`src/hdl/iptfc_pkg.sv`:
```
// Package for the IPv4 TCP flow classifier: request and response payload types,
// flow key and table control structs, header check and status constants.
// No dependencies.
`timescale 1ns / 1ps
`default_nettype none

package iptfc_pkg;

	localparam logic [1:0] KIND_ADD      = 2'd0;
	localparam logic [1:0] KIND_REMOVE   = 2'd1;
	localparam logic [1:0] KIND_CLASSIFY = 2'd2;

	localparam logic [2:0] ST_OK        = 3'd0;
	localparam logic [2:0] ST_MISS      = 3'd1;
	localparam logic [2:0] ST_SLOW      = 3'd2;
	localparam logic [2:0] ST_FULL      = 3'd3;
	localparam logic [2:0] ST_NOT_FOUND = 3'd4;

	localparam logic [15:0] ETH_HDR_BYTES    = 16'd14;
	localparam logic [15:0] IPV4_MIN_HDR_LEN = 16'd20;
	localparam logic [15:0] MIN_FRAME_LEN    = ETH_HDR_BYTES + IPV4_MIN_HDR_LEN;
	localparam logic [15:0] ETYPE_IPV4       = 16'h0800;
	localparam logic [3:0]  IP_MIN_IHL       = 4'd5;
	localparam logic [7:0]  PROTO_TCP        = 8'd6;
	localparam logic [15:0] IP_DF            = 16'h4000;
	localparam logic [7:0]  TH_FIN_SYN_RST   = 8'h07;

	typedef struct packed {
		logic [1:0]  kind;
		logic [15:0] frame_len;
		logic [15:0] ethertype;
		logic [3:0]  ip_ihl;
		logic [7:0]  ip_proto;
		logic [15:0] frag_word;
		logic [7:0]  tcp_flags;
		logic [31:0] src_ip;
		logic [31:0] dst_ip;
		logic [15:0] src_tcp_port;
		logic [15:0] dst_tcp_port;
		logic [7:0]  channel_id;
	} req_t;

	typedef struct packed {
		logic [2:0] status;
		logic [7:0] out_channel;
	} rsp_t;

	typedef struct packed {
		logic [31:0] src_ip;
		logic [31:0] dst_ip;
		logic [15:0] src_tcp_port;
		logic [15:0] dst_tcp_port;
	} flow_key_t;

	// lookup summary from the table
	typedef struct packed {
		logic       hit;
		logic       free_avail;
		logic [7:0] channel;
	} lookup_t;

	// table update command; the entry select travels beside it
	typedef struct packed {
		logic       wr_en;
		logic       set_valid;
		logic [7:0] channel;
	} table_wr_t;

endpackage

`default_nettype wire

```
`src/hdl/iptfc_flow_table.sv`:
```
// Flow table: per-entry valid bits, keys and channels with a parallel key compare.
// Depends on iptfc_pkg for the key, lookup and write command types.
`timescale 1ns / 1ps
`default_nettype none

module iptfc_flow_table #(
	parameter int FLOW_ENTRIES = 16
) (
	input  wire                         clk,
	input  wire                         arst_n,
	input  iptfc_pkg::flow_key_t        lookup_key,
	output iptfc_pkg::lookup_t          lookup,
	output logic [FLOW_ENTRIES-1:0]     hit_sel,
	output logic [FLOW_ENTRIES-1:0]     free_sel,
	input  iptfc_pkg::table_wr_t        wr,
	input  wire  [FLOW_ENTRIES-1:0]     wr_sel
);

	logic [FLOW_ENTRIES-1:0] valid_q;
	iptfc_pkg::flow_key_t    key_q  [FLOW_ENTRIES];
	logic [7:0]              chan_q [FLOW_ENTRIES];

	logic [FLOW_ENTRIES-1:0] match;
	logic [FLOW_ENTRIES-1:0] empty;
	logic [7:0]              chan_or;

	always_comb begin
		for (int i = 0; i < FLOW_ENTRIES; i++) begin
			match[i] = valid_q[i] && (key_q[i] == lookup_key);
		end
	end

	assign empty = ~valid_q;

	// isolate lowest set bit
	assign hit_sel  = match & (~match + {{(FLOW_ENTRIES-1){1'b0}}, 1'b1});
	assign free_sel = empty & (~empty + {{(FLOW_ENTRIES-1){1'b0}}, 1'b1});

	always_comb begin
		chan_or = '0;
		for (int i = 0; i < FLOW_ENTRIES; i++) begin
			chan_or = chan_or | (chan_q[i] & {8{hit_sel[i]}});
		end
	end

	assign lookup.hit        = |match;
	assign lookup.free_avail = |empty;
	assign lookup.channel    = chan_or;

	always_ff @(posedge clk or negedge arst_n) begin
		if (!arst_n) begin
			valid_q <= '0;
		end else if (wr.wr_en) begin
			for (int i = 0; i < FLOW_ENTRIES; i++) begin
				if (wr_sel[i]) begin
					valid_q[i] <= wr.set_valid;
				end
			end
		end
	end

	always_ff @(posedge clk) begin
		if (wr.wr_en && wr.set_valid) begin
			for (int i = 0; i < FLOW_ENTRIES; i++) begin
				if (wr_sel[i]) begin
					key_q[i]  <= lookup_key;
					chan_q[i] <= wr.channel;
				end
			end
		end
	end

endmodule

`default_nettype wire

```
`src/hdl/ipv4_tcp_flow_classifier.sv`:
```
// IPv4 TCP flow classifier top level: input register, header checks, result register.
// Depends on iptfc_pkg and iptfc_flow_table.
//
// Usage:
//   req/req_valid/req_ready carry one add, remove or classify transaction each.
//   rsp/rsp_valid/rsp_ready return exactly one status transaction per request,
//   in request order.
//   A request is captured in an input register; from there the header
//   checks, the parallel compare across all FLOW_ENTRIES keys and the table
//   update run in one pass and the answer lands in the response register.
//   Between request accept and rsp_valid lie the input and response
//   registers; one request per cycle is sustained without stalls, limited by
//   the combinational key compare and the table write the next request sees.
//   When the receiver stalls the response register holds, the input register
//   fills, and req_ready drops until the response is taken.
//   Reset clears all flow valid bits at once, so the table starts empty with
//   no clearing pass; both registers come up empty.
`timescale 1ns / 1ps
`default_nettype none

module ipv4_tcp_flow_classifier #(
	parameter int FLOW_ENTRIES = 16
) (
	input  wire                clk,
	input  wire                arst_n,
	input  wire                req_valid,
	output logic               req_ready,
	input  iptfc_pkg::req_t    req,
	output logic               rsp_valid,
	input  wire                rsp_ready,
	output iptfc_pkg::rsp_t    rsp
);

	logic                    valid_s1;
	iptfc_pkg::req_t         req_s1;
	logic                    rsp_valid_q;
	iptfc_pkg::rsp_t         rsp_q;

	logic                    advance;
	iptfc_pkg::flow_key_t    key;
	iptfc_pkg::lookup_t      lookup;
	logic [FLOW_ENTRIES-1:0] hit_sel;
	logic [FLOW_ENTRIES-1:0] free_sel;
	iptfc_pkg::table_wr_t    wr;
	logic [FLOW_ENTRIES-1:0] wr_sel;
	iptfc_pkg::rsp_t         result;
	logic                    fast_ok;

	assign advance   = valid_s1 && (!rsp_valid_q || rsp_ready);
	assign req_ready = !valid_s1 || advance;
	assign rsp_valid = rsp_valid_q;
	assign rsp       = rsp_q;

	assign key.src_ip       = req_s1.src_ip;
	assign key.dst_ip       = req_s1.dst_ip;
	assign key.src_tcp_port = req_s1.src_tcp_port;
	assign key.dst_tcp_port = req_s1.dst_tcp_port;

	iptfc_flow_table #(
		.FLOW_ENTRIES(FLOW_ENTRIES)
	) u_table (
		.clk       (clk),
		.arst_n    (arst_n),
		.lookup_key(key),
		.lookup    (lookup),
		.hit_sel   (hit_sel),
		.free_sel  (free_sel),
		.wr        (wr),
		.wr_sel    (wr_sel)
	);

	// frame must hold the Ethernet header plus a minimal IPv4 header
	assign fast_ok = (req_s1.frame_len >= iptfc_pkg::MIN_FRAME_LEN) &&
		(req_s1.ethertype == iptfc_pkg::ETYPE_IPV4) &&
		(req_s1.ip_ihl >= iptfc_pkg::IP_MIN_IHL) &&
		(req_s1.ip_proto == iptfc_pkg::PROTO_TCP) &&
		((req_s1.frag_word & ~iptfc_pkg::IP_DF) == 16'd0) &&
		((req_s1.tcp_flags & iptfc_pkg::TH_FIN_SYN_RST) == 8'd0);

	always_comb begin
		result.status      = iptfc_pkg::ST_SLOW;
		result.out_channel = 8'd0;
		wr.wr_en           = 1'b0;
		wr.set_valid       = 1'b0;
		wr.channel         = req_s1.channel_id;
		wr_sel             = hit_sel;
		case (req_s1.kind)
			iptfc_pkg::KIND_ADD: begin
				wr.set_valid = 1'b1;
				if (lookup.hit) begin
					wr.wr_en      = advance;
					result.status = iptfc_pkg::ST_OK;
				end else if (lookup.free_avail) begin
					wr.wr_en      = advance;
					wr_sel        = free_sel;
					result.status = iptfc_pkg::ST_OK;
				end else begin
					result.status = iptfc_pkg::ST_FULL;
				end
			end
			iptfc_pkg::KIND_REMOVE: begin
				if (lookup.hit) begin
					wr.wr_en      = advance;
					result.status = iptfc_pkg::ST_OK;
				end else begin
					result.status = iptfc_pkg::ST_NOT_FOUND;
				end
			end
			iptfc_pkg::KIND_CLASSIFY: begin
				if (fast_ok) begin
					if (lookup.hit) begin
						result.status      = iptfc_pkg::ST_OK;
						result.out_channel = lookup.channel;
					end else begin
						result.status = iptfc_pkg::ST_MISS;
					end
				end
			end
			default: begin
				result.status = iptfc_pkg::ST_SLOW;
			end
		endcase
	end

	always_ff @(posedge clk or negedge arst_n) begin
		if (!arst_n) begin
			valid_s1    <= 1'b0;
			rsp_valid_q <= 1'b0;
		end else begin
			if (req_ready) begin
				valid_s1 <= req_valid;
			end
			if (advance) begin
				rsp_valid_q <= 1'b1;
			end else if (rsp_ready) begin
				rsp_valid_q <= 1'b0;
			end
		end
	end

	always_ff @(posedge clk) begin
		if (req_ready && req_valid) begin
			req_s1 <= req;
		end
		if (advance) begin
			rsp_q <= result;
		end
	end

endmodule

`default_nettype wire
```
`config.mk`:
```
export PLATFORM = sky130hd
export DESIGN_NAME = ipv4_tcp_flow_classifier
export DESIGN_NICKNAME = d
export VERILOG_FILES = /design/src/hdl/iptfc_pkg.sv /design/src/hdl/iptfc_flow_table.sv /design/src/hdl/ipv4_tcp_flow_classifier.sv
export SDC_FILE = /design/constraint.sdc
export NUM_CORES = 2
export LEC_CHECK = 0
export BUFFER_PORTS_ARGS = -buffer_cell sky130_fd_sc_hd__buf_2
export CAP_MARGIN = 40
export CORE_MARGIN = 3
export CORE_UTILIZATION = 39
export DETAILED_ROUTE_END_ITERATION = 10
export RECOVER_POWER = 100
export SYNTH_ARGS = -nofsm -noshare
export SYNTH_HDL_FRONTEND = slang
export SYNTH_SLANG_ARGS = --single-unit
```
`constraint.sdc`:
```
create_clock -name clk -period 15.38 [get_ports clk]
set_input_delay 1.538 -clock clk [delete_from_list [all_inputs] [get_ports clk]]
set_output_delay 1.538 -clock clk [all_outputs]
set_load 0.1 [all_outputs]
```
==> results.tsv <==
stage	metric	value	unit
outcome	run_status	complete, but fails checks	
outcome	violations	capacitance limit, slew limit	
worst_setup_path	cpLargestDelayFamily	buffers and inverters	
hold_path	worstHoldPathType	reg2reg	
detailed_routing	via_count	47900	
placement	placed_area	83670	µm²
layout	nets	5579	
pwr	power_frac_comb	0.070	
logic_synthesis	synth-main-ff-cell	edfxtp_1	
clock_network	cts_tree	yes	
logic_synthesis	synth_compound_area_frac	0.05505	
worst_setup_path	rrSetupSlack	4.04	ns
clock_network	clk_pin_slew	0.06	ns
sta	holdWs	0.5014	ns
detailed_routing	via_per_inst	5.834	
worst_setup_path	crit_required	15.75	ns
sta	worstMarginPinSlew	3.992	ns
layout	area_growth	13.43	%
logic_synthesis	synth.distinct_cells	84	
clock_network	cts_root_buf	clkbuf_16	
floorplan	core_area	198400	µm²
logic_synthesis	synth_xor_area_frac	0.1062	
job	maxCapViolations	143	
pwr	power.net_switching	2.617	mW
pwr	power.density	123.1	nW/µm²
pwr	swShare	0.2395	
placement	dp_hpwl	174.0	mm
layout	layout-drive-gt1-share	0.1002	
worst_setup_path	end_kind	flip-flop	
worst_setup_path	path_buf_inv	6	
sta	relSlewSlack	-1.661	
worst_setup_path	r2r_cells	14	
logic_synthesis	muxShareOfSynthArea	0.001024	
logic_synthesis	ys_ff_latch	1860	
detailed_routing	first_iter_violations	6357	
pwr	p_int	8.311	mW
worst_setup_path	crit_chain	clkbuf_1 > inv_1 > o2111ai_1 > a2111oi_0 > buf_1 > clkbuf_4 > nand4_1 > nor2_1 > a2111o_1 > nor4_4 > clkbuf_1 > nand3_1 > a21oi_4 > clkbuf_1	
floorplan	design.die.area	206000	µm²
logic_synthesis	synth-edff-count	1842	
pwr	power_frac_seq	0.520	
logic_synthesis	async_reset_ff_frac	0.009677	
logic_synthesis	synth-simple-area-share	0.1031	
layout	final_util	0.4472	
clock_network	cts.sinks	1860	
pwr	pwr-share-clk	0.410	
global_route	antenna_found_initial	16	
clock_network	cts_buffer_depth	3	
clock_network	cts.htree.levels	4	
layout	nFillCells	17481	
detailed_routing	drc	0	
worst_setup_path	slowest_delay	2.55	ns
sta	fin_setup_tns	0	ns
logic_synthesis	synth_nets	5167	
sta	period_needed	11.34	ns
sta	rsz0062_at_grt	no	
clock_network	clock_latency	0.86	ns
floorplan	num_io_pins	191	
sta	maxSlewViolCount	3249	
global_route	grt.total_usage	0.2585	
logic_synthesis	syn_inst	4989	
detailed_routing	wirelength	271.2	mm
placement	io_buffers	183	
placement	place_congestion	0.9802	
floorplan	start_util	0.3942	
pwr	ir_drop	0.1080	mV
layout	final_cell_area	88740	µm²
worst_setup_path	crit_type	reg2reg	
worst_setup_path	cp_num_cells	14	
sta	clock_skew	0.05224	ns
pwr	finalPower	10.93	mW
logic_synthesis	yosys_warnings	0	
hold_path	whs_path_depth	1	
logic_synthesis	synth_area_per_cell	15.68	µm²
clock_network	cts_buffers	188	
worst_setup_path	cp.arrival	11.71	ns
worst_setup_path	critPathMaxFanout	46	
global_route	grt_max_degree	72	
logic_synthesis	synth_top_family_by_area	XOR/XNOR gates	
clock_network	hold_buffers	0	
detailed_routing	wl_per_cell	33.03	µm
clock_network	post_cts_resized	0	
floorplan	die_w	453.9	µm
clock_network	cts_setup_buffers	0	
sta	layout_worst_path_cycle_share	0.7371	
global_route	grt_pass1_wl	370.0	mm
floorplan	die_y	453.9	µm
detailed_routing	drt_pass1_iterations	6	
worst_setup_path	critical_path.most_common_cell	clkbuf_1	
sta	hold_viol_final	0	
global_route	grt_pass1_vias	45921	
global_route	grt_overflow_total	0	
logic_synthesis	yosysSeqAreaShare	0.7128	
logic_synthesis	synth-adder-area-share	0	
worst_setup_path	cp-start-kind	flip-flop	
pwr	leakage	27.24	nW
sta	max_freq	0.08821	GHz
floorplan	rows	163	
detailed_routing	ant_nets	0	
logic_synthesis	synth_area	78230	µm²
worst_setup_path	slowest_stage	clkbuf_1	
sta	setup_violations	0	
-- power groups by stage --
stage          Combinational, mW  Clock [mW]  Sequential (mW)
3_3_place_gp               0.755           0             5.77
4_1_cts                    0.767        4.53             5.67
5_1_grt                    0.779        4.73             5.68
6_report                   0.764        4.49             5.68
3_5_place_dp               0.764           0             5.78
2_1_floorplan              0.332           0             5.81
-- Yosys cell counts, drive strengths merged (8+ instances only) --
library cell / n / area [µm²]
nand3: 32 / 160.2
xor2: 240 / 2102
a31oi: 28 / 175.2
a32oi: 8 / 70.07
xnor2: 709 / 6210
nand2b: 442 / 2765
a21oi: 22 / 125.1
nor3: 36 / 180.2
nand2: 53 / 198.9
nor2b: 227 / 1420
o2111ai: 142 / 1261
o22ai: 47 / 294.0
a221o: 10 / 100.1
dfrtp: 18 / 450.4
a22o: 16 / 140.1
clkbuf: 30 / 113.9
or4: 18 / 138.9
a2bb2oi: 12 / 105.1
inv: 124 / 465.4
nor4: 167 / 1130
o221ai: 21 / 183.9
o2bb2ai: 28 / 245.2
a2111o: 18 / 202.7
and3: 19 / 118.9
nand4: 220 / 1383
buf: 198 / 1109
a221oi: 28 / 257.8
o31ai: 8 / 60.06
nor2: 46 / 175.2
edfxtp: 1842 / 55310
a2111oi: 73 / 645.6
mux2i: 8 / 80.08
-- cells by family after synthesis --
group,Yosys count
flops,1860
mux,8
simple gates,1307
compound gates,509
buf+inv,356
xor+xnor,949
-- flip-flops by register name, summed over array words and instances, names as in the netlist --
signal / count
u_table.key_q: 1536
u_table.chan_q: 128
key: 96
req_s1: 71
u_table.valid_q: 16
rsp: 11
rsp_valid: 1
valid_s1: 1
-- path summary, 6_finish.rpt --
check                                             to      from
worst max-delay path            u_table.key_q[2][26]   key[54]
worst min-delay path                       rsp_valid  valid_s1
worst max register to register  u_table.key_q[2][26]   key[54]
worst min register to register             rsp_valid  valid_s1
max in group asynchronous         u_table.valid_q[7]    arst_n
min in group asynchronous                   valid_s1    arst_n
-- metal layers --
metal	track usage	up-vias	routed length (µm)
met4	0.1426	0	17030
li1	-	19883	-
met3	0.04575	608	26550
met5	0	-	0
met1	0.3470	24523	105800
met2	0.3989	2886	121800
-- per-stage QoR --
step / setup WS, ns / std cells
floorplan: 6.786 / 4989
global placement: 8.090 / 7823
detailed placement: 8.138 / 7850
CTS: 8.131 / 8196
global route: 3.940 / 8197
finish: 4.043 / 8211
-- worst register-to-register path: stages, from the launching register on --
cell,delay (ns)
edfxtp_1,0.32
clkbuf_1,2.55
inv_1,1.64
o2111ai_1,0.57
a2111oi_0,0.14
buf_1,0.16
clkbuf_4,0.15
nand4_1,0.27
nor2_1,0.10
a2111o_1,0.66
nor4_4,0.32
clkbuf_1,1.36
nand3_1,0.35
a21oi_4,0.25
clkbuf_1,1.94
-- layout by cell type, fill, tap and decap left out, drive strengths merged, types with 14 or more instances in the layout --
cell type,n
a2111o,18
a2111oi,73
a21oi,22
a221oi,28
a22o,16
a31oi,28
and3,19
buf,235
clkbuf,444
clkinv,95
dfrtp,18
diode,14
edfxtp,1842
inv,128
nand2,53
nand2b,442
nand3,32
nand4,220
nor2,46
nor2b,227
nor3,36
nor4,167
o2111ai,142
o221ai,21
o22ai,47
o2bb2ai,28
or4,18
xnor2,709
xor2,240
-- cell type report --
type | count | area (µm²) | share of cell area
timing repair buffer | 450 | 2321 | 0.02616
multi-input combinational | 2773 | 20890 | 0.2354
inverter | 128 | 480.5 | 0.005414
antenna | 14 | 35.03 | 0.0003948
sequential | 1860 | 55760 | 0.6284
clock buffer | 232 | 4901 | 0.05523
clock inverter | 114 | 1044 | 0.01176
tap | 2640 | 3303 | 0.03722
Power figures use the tool's default switching activity.
